**src/rtl/core/fir_pkg.sv**
```systemverilog
// ----------------------------------------------------------------------------
// fir_pkg
// Types, constants and coefficient selection shared by the FIR filter.
// ----------------------------------------------------------------------------
package fir_pkg;

    localparam int SAMPLE_W  = 16;
    localparam int COEF_W    = 16;
    localparam int CFG_IDX_W = 2;
    localparam int CFG_W     = 64;
    localparam int TAPSCFG_W = 4;
    localparam int DIV_W     = 15;
    localparam int NUM_COEFS = 8;
    localparam int TAP_IDX_W = 7;   // holds any tap count up to 64

    localparam logic [CFG_IDX_W-1:0] REG_COEFFS_LOW  = 2'd0;
    localparam logic [CFG_IDX_W-1:0] REG_COEFFS_HIGH = 2'd1;
    localparam logic [CFG_IDX_W-1:0] REG_TAPS_IN_USE = 2'd2;
    localparam logic [CFG_IDX_W-1:0] REG_SCALE_DIV   = 2'd3;

    typedef enum logic [1:0] {
        ST_IDLE,
        ST_MAC,
        ST_DIV,
        ST_OUT
    } t_state;

    function automatic logic [COEF_W-1:0] coef_sel(
        input logic [CFG_W-1:0] lo,
        input logic [CFG_W-1:0] hi,
        input logic [2:0]       idx
    );
        logic [CFG_W-1:0] word;
        word = idx[2] ? hi : lo;
        return word[idx[1:0]*COEF_W +: COEF_W];
    endfunction

endpackage

```
**src/rtl/core/fir_filter_int16.sv**
```systemverilog
// ----------------------------------------------------------------------------
// fir_filter_int16
// Direct-form FIR filter on signed 16-bit samples with integer scaling.
//
//   channel   direction  handshake                 payload
//   in        sink       i_in_valid / o_in_stall   i_sample, i_clear_history
//   out       source     o_out_valid / i_out_stall o_filtered
//   cfg       sink       i_cfg_valid / o_cfg_ready i_cfg_index, i_cfg_data
//
// Each sample is multiply-accumulated over the n taps in use on one shared
// 16x16 multiplier, divided in the bit-serial divider and loaded into the
// output register; the next sample is taken once the sequencer is idle.
// Reset is synchronous, active low; history reads as zero until written.
// A result held under output stall holds the sequencer before the next load.
// ----------------------------------------------------------------------------
module fir_filter_int16 #(
    parameter int TAPS = 8
) (
    input  logic                          i_clk,
    input  logic                          i_rst_n,

    input  logic                          i_in_valid,
    output logic                          o_in_stall,
    input  logic signed [fir_pkg::SAMPLE_W-1:0] i_sample,
    input  logic                          i_clear_history,

    output logic                          o_out_valid,
    input  logic                          i_out_stall,
    output logic signed [fir_pkg::SAMPLE_W-1:0] o_filtered,

    input  logic                          i_cfg_valid,
    output logic                          o_cfg_ready,
    input  logic [fir_pkg::CFG_IDX_W-1:0] i_cfg_index,
    input  logic [fir_pkg::CFG_W-1:0]     i_cfg_data
);
    import fir_pkg::*;

    localparam int AW    = (TAPS > 1) ? $clog2(TAPS) : 1;
    localparam int CNT_W = $clog2(TAPS + 1);
    localparam int ACC_W = 33 + $clog2(TAPS);

    // configuration
    logic [CFG_W-1:0]     r_coeffs_low;
    logic [CFG_W-1:0]     r_coeffs_high;
    logic [TAPSCFG_W-1:0] r_taps;
    logic [DIV_W-1:0]     r_scale;

    // history ring
    logic [SAMPLE_W-1:0]  r_mem [TAPS];
    logic [TAPS-1:0]      r_hvalid;
    logic [AW-1:0]        r_wpos;

    // sequencer and datapath
    t_state               r_state, n_state;
    logic [CNT_W-1:0]     r_issue_cnt;
    logic [CNT_W-1:0]     r_n;
    logic [AW-1:0]        r_pos;
    logic                 r_d1, r_d2;
    logic [SAMPLE_W-1:0]  r_rdata;
    logic                 r_rvalid;
    logic signed [COEF_W-1:0] r_c1;
    logic signed [31:0]   r_prod;
    logic signed [ACC_W-1:0] r_acc;
    logic                 r_neg;
    logic                 r_out_valid;
    logic signed [SAMPLE_W-1:0] r_filtered;

    logic                 in_acc;
    logic                 issuing;
    logic                 mac_done;
    logic                 div_start;
    logic                 load_out;
    logic [AW-1:0]        wslot;
    logic [CNT_W-1:0]     n_taps;
    logic [TAP_IDX_W-1:0] tap_wide;
    logic [COEF_W-1:0]    coef;
    logic [7:0]           pos_w, idx_w, slot_w;
    logic [AW-1:0]        rd_addr;
    logic signed [SAMPLE_W-1:0] hist;
    logic [ACC_W-1:0]     mag;
    logic [DIV_W-1:0]     div_eff;
    logic                 div_done;
    logic [ACC_W-1:0]     quotient;
    logic [SAMPLE_W-1:0]  q16;

    assign o_cfg_ready = 1'b1;
    assign o_in_stall  = (r_state != ST_IDLE);
    assign in_acc      = i_in_valid && !o_in_stall;

    assign wslot  = i_clear_history ? '0 : r_wpos;
    assign n_taps = (TAP_IDX_W'(r_taps) > TAP_IDX_W'(TAPS)) ? CNT_W'(TAPS) : CNT_W'(r_taps);

    assign issuing  = (r_state == ST_MAC) && (r_issue_cnt < r_n);
    assign mac_done = !issuing && !r_d1 && !r_d2;

    assign tap_wide = TAP_IDX_W'(r_issue_cnt);
    assign coef     = (tap_wide < TAP_IDX_W'(NUM_COEFS))
                    ? coef_sel(r_coeffs_low, r_coeffs_high, tap_wide[2:0]) : '0;

    assign pos_w   = 8'(r_pos);
    assign idx_w   = 8'(r_issue_cnt);
    assign slot_w  = (pos_w >= idx_w) ? pos_w - idx_w : pos_w + 8'(TAPS) - idx_w;
    assign rd_addr = AW'(slot_w);

    assign hist    = r_rvalid ? $signed(r_rdata) : '0;
    assign mag     = r_acc[ACC_W-1] ? ACC_W'(-r_acc) : ACC_W'(r_acc);
    assign div_eff = (r_scale == '0) ? DIV_W'(1) : r_scale;
    assign q16     = quotient[SAMPLE_W-1:0];

    always_comb begin
        n_state   = r_state;
        div_start = 1'b0;
        load_out  = 1'b0;
        case (r_state)
            ST_IDLE: begin
                if (in_acc) n_state = ST_MAC;
            end
            ST_MAC: begin
                if (mac_done) begin
                    div_start = 1'b1;
                    n_state   = ST_DIV;
                end
            end
            ST_DIV: begin
                if (div_done) n_state = ST_OUT;
            end
            ST_OUT: begin
                if (!r_out_valid || !i_out_stall) begin
                    load_out = 1'b1;
                    n_state  = ST_IDLE;
                end
            end
            default: n_state = ST_IDLE;
        endcase
    end

    always_ff @(posedge i_clk) begin
        if (!i_rst_n) begin
            r_state <= ST_IDLE;
        end else begin
            r_state <= n_state;
        end
    end

    // configuration registers
    always_ff @(posedge i_clk) begin
        if (!i_rst_n) begin
            r_coeffs_low  <= '0;
            r_coeffs_high <= '0;
            r_taps        <= TAPSCFG_W'(8);
            r_scale       <= DIV_W'(1);
        end else if (i_cfg_valid && o_cfg_ready) begin
            case (i_cfg_index)
                REG_COEFFS_LOW:  r_coeffs_low  <= i_cfg_data;
                REG_COEFFS_HIGH: r_coeffs_high <= i_cfg_data;
                REG_TAPS_IN_USE: r_taps        <= i_cfg_data[TAPSCFG_W-1:0];
                REG_SCALE_DIV:   r_scale       <= i_cfg_data[DIV_W-1:0];
                default: ;
            endcase
        end
    end

    // history valid bits and write pointer
    always_ff @(posedge i_clk) begin
        if (!i_rst_n) begin
            r_hvalid <= '0;
            r_wpos   <= '0;
        end else if (in_acc) begin
            if (i_clear_history) begin
                r_hvalid <= TAPS'(1);
            end else begin
                r_hvalid[wslot] <= 1'b1;
            end
            r_wpos <= (wslot == AW'(TAPS - 1)) ? '0 : wslot + 1'b1;
        end
    end

    // history memory, registered read
    always_ff @(posedge i_clk) begin
        if (in_acc) r_mem[wslot] <= i_sample;
        r_rdata  <= r_mem[rd_addr];
        r_rvalid <= r_hvalid[rd_addr];
    end

    // MAC pipeline control
    always_ff @(posedge i_clk) begin
        if (!i_rst_n) begin
            r_d1 <= 1'b0;
            r_d2 <= 1'b0;
        end else begin
            r_d1 <= issuing;
            r_d2 <= r_d1;
        end
    end

    always_ff @(posedge i_clk) begin
        if (in_acc) begin
            r_issue_cnt <= '0;
            r_n         <= n_taps;
            r_pos       <= wslot;
            r_acc       <= '0;
        end else begin
            if (issuing) r_issue_cnt <= r_issue_cnt + 1'b1;
            if (r_d2)    r_acc <= r_acc + ACC_W'(r_prod);
        end
        r_c1   <= $signed(coef);
        r_prod <= r_c1 * hist;
        if (div_start) r_neg <= r_acc[ACC_W-1];
    end

    fir_divider #(
        .DIVIDEND_W (ACC_W)
    ) u_div (
        .i_clk      (i_clk),
        .i_rst_n    (i_rst_n),
        .i_start    (div_start),
        .i_dividend (mag),
        .i_divisor  (div_eff),
        .o_done     (div_done),
        .o_quotient (quotient)
    );

    // output register
    always_ff @(posedge i_clk) begin
        if (!i_rst_n) begin
            r_out_valid <= 1'b0;
        end else if (load_out) begin
            r_out_valid <= 1'b1;
        end else if (!i_out_stall) begin
            r_out_valid <= 1'b0;
        end
    end

    always_ff @(posedge i_clk) begin
        if (load_out) r_filtered <= $signed(r_neg ? -q16 : q16);
    end

    assign o_out_valid = r_out_valid;
    assign o_filtered  = r_filtered;

endmodule

```
**src/rtl/core/fir_divider.sv**
```systemverilog
// ----------------------------------------------------------------------------
// fir_divider
// Restoring unsigned divider, one quotient bit per cycle.
// ----------------------------------------------------------------------------
module fir_divider #(
    parameter int DIVIDEND_W = 36
) (
    input  logic                     i_clk,
    input  logic                     i_rst_n,
    input  logic                     i_start,
    input  logic [DIVIDEND_W-1:0]    i_dividend,
    input  logic [fir_pkg::DIV_W-1:0] i_divisor,
    output logic                     o_done,
    output logic [DIVIDEND_W-1:0]    o_quotient
);
    import fir_pkg::*;

    localparam int CNT_W = $clog2(DIVIDEND_W + 1);

    logic                  r_busy;
    logic                  r_done;
    logic [CNT_W-1:0]      r_cnt;
    logic [DIV_W-1:0]      r_rem;
    logic [DIVIDEND_W-1:0] r_quo;

    logic [DIV_W:0]        shifted;
    logic [DIV_W+1:0]      trial;
    logic                  qbit;
    logic [DIV_W-1:0]      n_rem;

    always_comb begin
        shifted = {r_rem, r_quo[DIVIDEND_W-1]};
        trial   = {1'b0, shifted} - {2'b00, i_divisor};
        qbit    = !trial[DIV_W+1];
        n_rem   = qbit ? trial[DIV_W-1:0] : shifted[DIV_W-1:0];
    end

    always_ff @(posedge i_clk) begin
        if (!i_rst_n) begin
            r_busy <= 1'b0;
            r_done <= 1'b0;
            r_cnt  <= '0;
        end else begin
            r_done <= 1'b0;
            if (i_start) begin
                r_busy <= 1'b1;
                r_cnt  <= CNT_W'(DIVIDEND_W);
            end else if (r_busy) begin
                r_cnt <= r_cnt - 1'b1;
                if (r_cnt == CNT_W'(1)) begin
                    r_busy <= 1'b0;
                    r_done <= 1'b1;
                end
            end
        end
    end

    always_ff @(posedge i_clk) begin
        if (i_start) begin
            r_rem <= '0;
            r_quo <= i_dividend;
        end else if (r_busy) begin
            r_rem <= n_rem;
            r_quo <= {r_quo[DIVIDEND_W-2:0], qbit};
        end
    end

    assign o_done     = r_done;
    assign o_quotient = r_quo;

endmodule

```
**config.mk**
```make
export PLATFORM = sky130hd
export DESIGN_NAME = fir_filter_int16
export DESIGN_NICKNAME = d
export VERILOG_FILES = /design/src/rtl/core/fir_pkg.sv /design/src/rtl/core/fir_filter_int16.sv /design/src/rtl/core/fir_divider.sv
export SDC_FILE = /design/constraint.sdc
export NUM_CORES = 2
export LEC_CHECK = 0
export ABC_AREA = 1
export BUFFER_PORTS_ARGS = -buffer_cell sky130_fd_sc_hd__buf_2
export CAP_MARGIN = 20
export CORE_MARGIN = 4
export CORE_UTILIZATION = 55
export CTS_CLUSTER_DIAMETER = 40
export DETAILED_ROUTE_END_ITERATION = 10
export GPL_TIMING_DRIVEN = 0
export PLACE_DENSITY = 0.79
export SLEW_MARGIN = 20
export SYNTH_ARGS = -nofsm -noshare
export SYNTH_HDL_FRONTEND = slang
export SYNTH_SLANG_ARGS = --single-unit
```
**constraint.sdc**
```tcl
create_clock -name i_clk -period 8.93 [get_ports i_clk]
set_clock_uncertainty 0.05 [all_clocks]
set_input_delay 1.3395 -clock i_clk [delete_from_list [all_inputs] [get_ports i_clk]]
set_output_delay 1.3395 -clock i_clk [all_outputs]
set_load 0.1 [all_outputs]
```
==> impl_metrics.toml <==
[status]
outcome = "completed"

[sta]
worst_pin_slew_ns = 0.823
finalCritPeriodShare = 0.814
setup_viol = 0
rsz0062_at_grt = "false"
fin_setup_tns_ns = 0
hold_viol_final = 0
fin_crit_ns = 7.26
whs_ns = 0.390
maxClockFrequency_mhz = 138
slew_viol_final = 0
slew_headroom = 0.452

[cells_and_area]
num-nets-final = 4683
multi_input_area_mm2 = 0.0180
drive_above_1_share = 0.0732
fillCellCount = 4933
stdcell_count = 5012
fin_util = 0.621
seq_area_mm2 = 0.0115
area_growth_pct = 12.1

[setup_path]
cp.required_ns = 9.36
path_buf_inv = 5
end_kind = "flop"
path_max_fanout = 10
cpLargestDelayFamily = "adder cells"
r2r_cells = 20
max_stage_delay_ns = 0.77
worstSetupStartpointType = "flop"
crit_type = "reg -> reg"
critPathMostFrequentCell = "fa_1"
cp_num_cells = 20
worstPathArrival_ns = 7.69
path_cells = "clkbuf_1, buf_2, nand2_1, nor2_1, fa_1, fa_1, fa_1, inv_1, fa_1, fa_1, fa_1, inv_1, ha_1, inv_1, nor3_1, nand2_1, nor4_1, nand2_1, nand3_1, nand2_1"
slowest_stage = "fa_1"

[logic_synthesis]
synth_top_family_by_area = "adder cells"
yosys.area_share.simple = 0.167
syn_area_mm2 = 0.0327
synth-edff-count = 188
synthAdderAreaFrac = 0.219
yosysUniqueCellTypes = 56
syn_nets = 4496
synth-xor-area-share = 0.0249
ys.flop_type = "dfxtp_1"
synth_compound_area_frac = 0.132
yosysTopAreaCell = "dfxtp_1"
avgSynthCellArea_um2 = 8.17
synthTopCellsByArea = "dfxtp_1 (18%), edfxtp_1 (17%), fa_1 (16%)"
ys_ff_latch = 479
synth_mux_area_frac = 0.00521
async_flop_share = 0
yosys_warnings = 0
synth_cells = 3995
netlist.area_leader.share = 0.178
seq_area_frac_synth = 0.351

[die]
initial_core_util = 0.554
die_h_um = 252
fp-row-count = 89
die_x_um = 252
core_area_mm2 = 0.0589
die-area_mm2 = 0.0633
io_pins = 107

[flow_run]
maxCapViolations = 0

[global_route]
grtUsageTotal = 0.289
grt_max_degree = 33
grt_pass1_vias = 27914
grt_overflow = 0
antenna_found_initial = 4
grt_pass1_wl_um = 146000

[placed_design]
dp_hpwl_um = 71500
numPlacedInstances = 4883
portBuffers = 104
finalWeightedCongestion = 1.01

[detailed_routing]
drt-vias-per-instance = 5.62
drtPass1Iterations = 7
wl_met2_um = 42700
vias = 28162
final_antenna_net_count = 0
drtIter0Drc = 2691
dr.max_layer_used = "met5"
wl_met1_um = 36400
drc = 0
wl_per_cell_um = 18.6
routed_wl_um = 93100
routed-wl-met3_um = 8890

[hold_path]
hold_path_depth = 2
hold_class = "reg -> reg"

[clock_tree]
cts_resized = 0
cts.path.max_buffers = 3
cts_tree = "yes"
h-tree-depth = 3
clock_latency_ns = 0.59
hold_buffers = 0
cts_root_buf = "clkbuf_16"
postCtsSetupBuffers = 0
clock_sinks = 479
clk_pin_slew_ns = 0.06
numCtsBuffers = 70
[worst register-to-register path, cell delays in order, from the launching register on]
cell and delay, ns:
dfxtp_1 0.31, clkbuf_1 0.32, buf_2 0.28, nand2_1 0.38, nor2_1 0.52, fa_1 0.63
fa_1 0.77, fa_1 0.70, inv_1 0.09, fa_1 0.57, fa_1 0.46, fa_1 0.50
inv_1 0.04, ha_1 0.37, inv_1 0.14, nor3_1 0.31, nand2_1 0.15, nor4_1 0.19
nand2_1 0.16, nand3_1 0.12, nand2_1 0.09
[synthesized netlist by cell type (17+ instances only)]
cell      count
nand3_1     100
xnor2_1      26
ha_1        148
o211ai_1     42
buf_2        24
mux2i_1      17
nand4_1      26
o21ai_0     372
inv_1       683
clkbuf_1    118
nor3_1       31
edfxtp_1    188
fa_1        265
nor2_1      568
a21oi_1     259
dfxtp_1     291
xor2_1       67
a31oi_1      39
nand2_1     585
[layout by cell type, fill, tap and decap left out, drive strengths merged, types with 4 or more instances in the layout]
master  instances
a21boi          4
a21o           12
a21oi         266
a31oi          39
buf           153
clkbuf        201
clkinv         33
dfxtp         291
edfxtp        188
fa            265
ha            148
inv           702
mux2i          17
nand2         588
nand3         108
nand3b          6
nand4          27
nor2          569
nor3           37
nor4            5
o211ai         48
o21ai         392
o21bai         12
or2             8
xnor2          26
xor2           67
[metrics by stage]
stage / setup WS [ns] / instance area, µm²
after floorplan: 3.15 / 32700
after global placement: 1.92 / 34100
after detailed placement: 1.83 / 34300
after CTS: 1.82 / 36600
after global routing: 1.34 / 36600
final: 1.67 / 36600
[layer usage]
layer / up-vias / global-route usage
met5: - / 0
li1: 13138 / -
met4: 4 / 0.140
met3: 342 / 0.0631
met2: 1450 / 0.473
met1: 13228 / 0.368
[flip-flops by register name, summed over array words and instances, names as in the netlist, 2 cells and up]
register,count
r_prod,32
o_filtered,16
r_coeffs_high,64
r_taps,4
u_div.r_cnt,6
u_div.o_quotient,36
r_rdata,16
r_acc,36
r_mem,128
r_wpos,3
r_n,4
u_div.r_rem,15
r_scale,15
r_c1,16
r_state,2
r_pos,3
r_issue_cnt,4
r_coeffs_low,64
r_hvalid,8
[layout make-up]
type	count	area share
multi-input cells	2663	0.491
diodes	3	0.000205
flip-flops and latches	479	0.313
clock inverters	43	0.0115
inverters	697	0.0715
repair buffers	115	0.0185
well taps	773	0.0264
clock buffers	83	0.0503
plain buffers	156	0.0175
[cells by family after synthesis]
logic type | count (synthesis)
flops | 479
other cells | 1
fa+ha+maj | 413
simple gates | 1350
compound gates | 789
xor+xnor | 93
buf+inv | 853
mux | 17
[final timing paths]
kind / slack [ns] / from / end
worst min-delay path: 0.39 / r_d1 / r_d2
worst max-delay path: 1.67 / r_rvalid / r_prod[30]
worst min register to register: 0.39 / r_d1 / r_d2
worst max register to register: 1.67 / r_rvalid / r_prod[30]
Power is left out: the tool's default activity adds up to more than one toggle a clock period on the data nets, which glitch-free logic cannot reach.
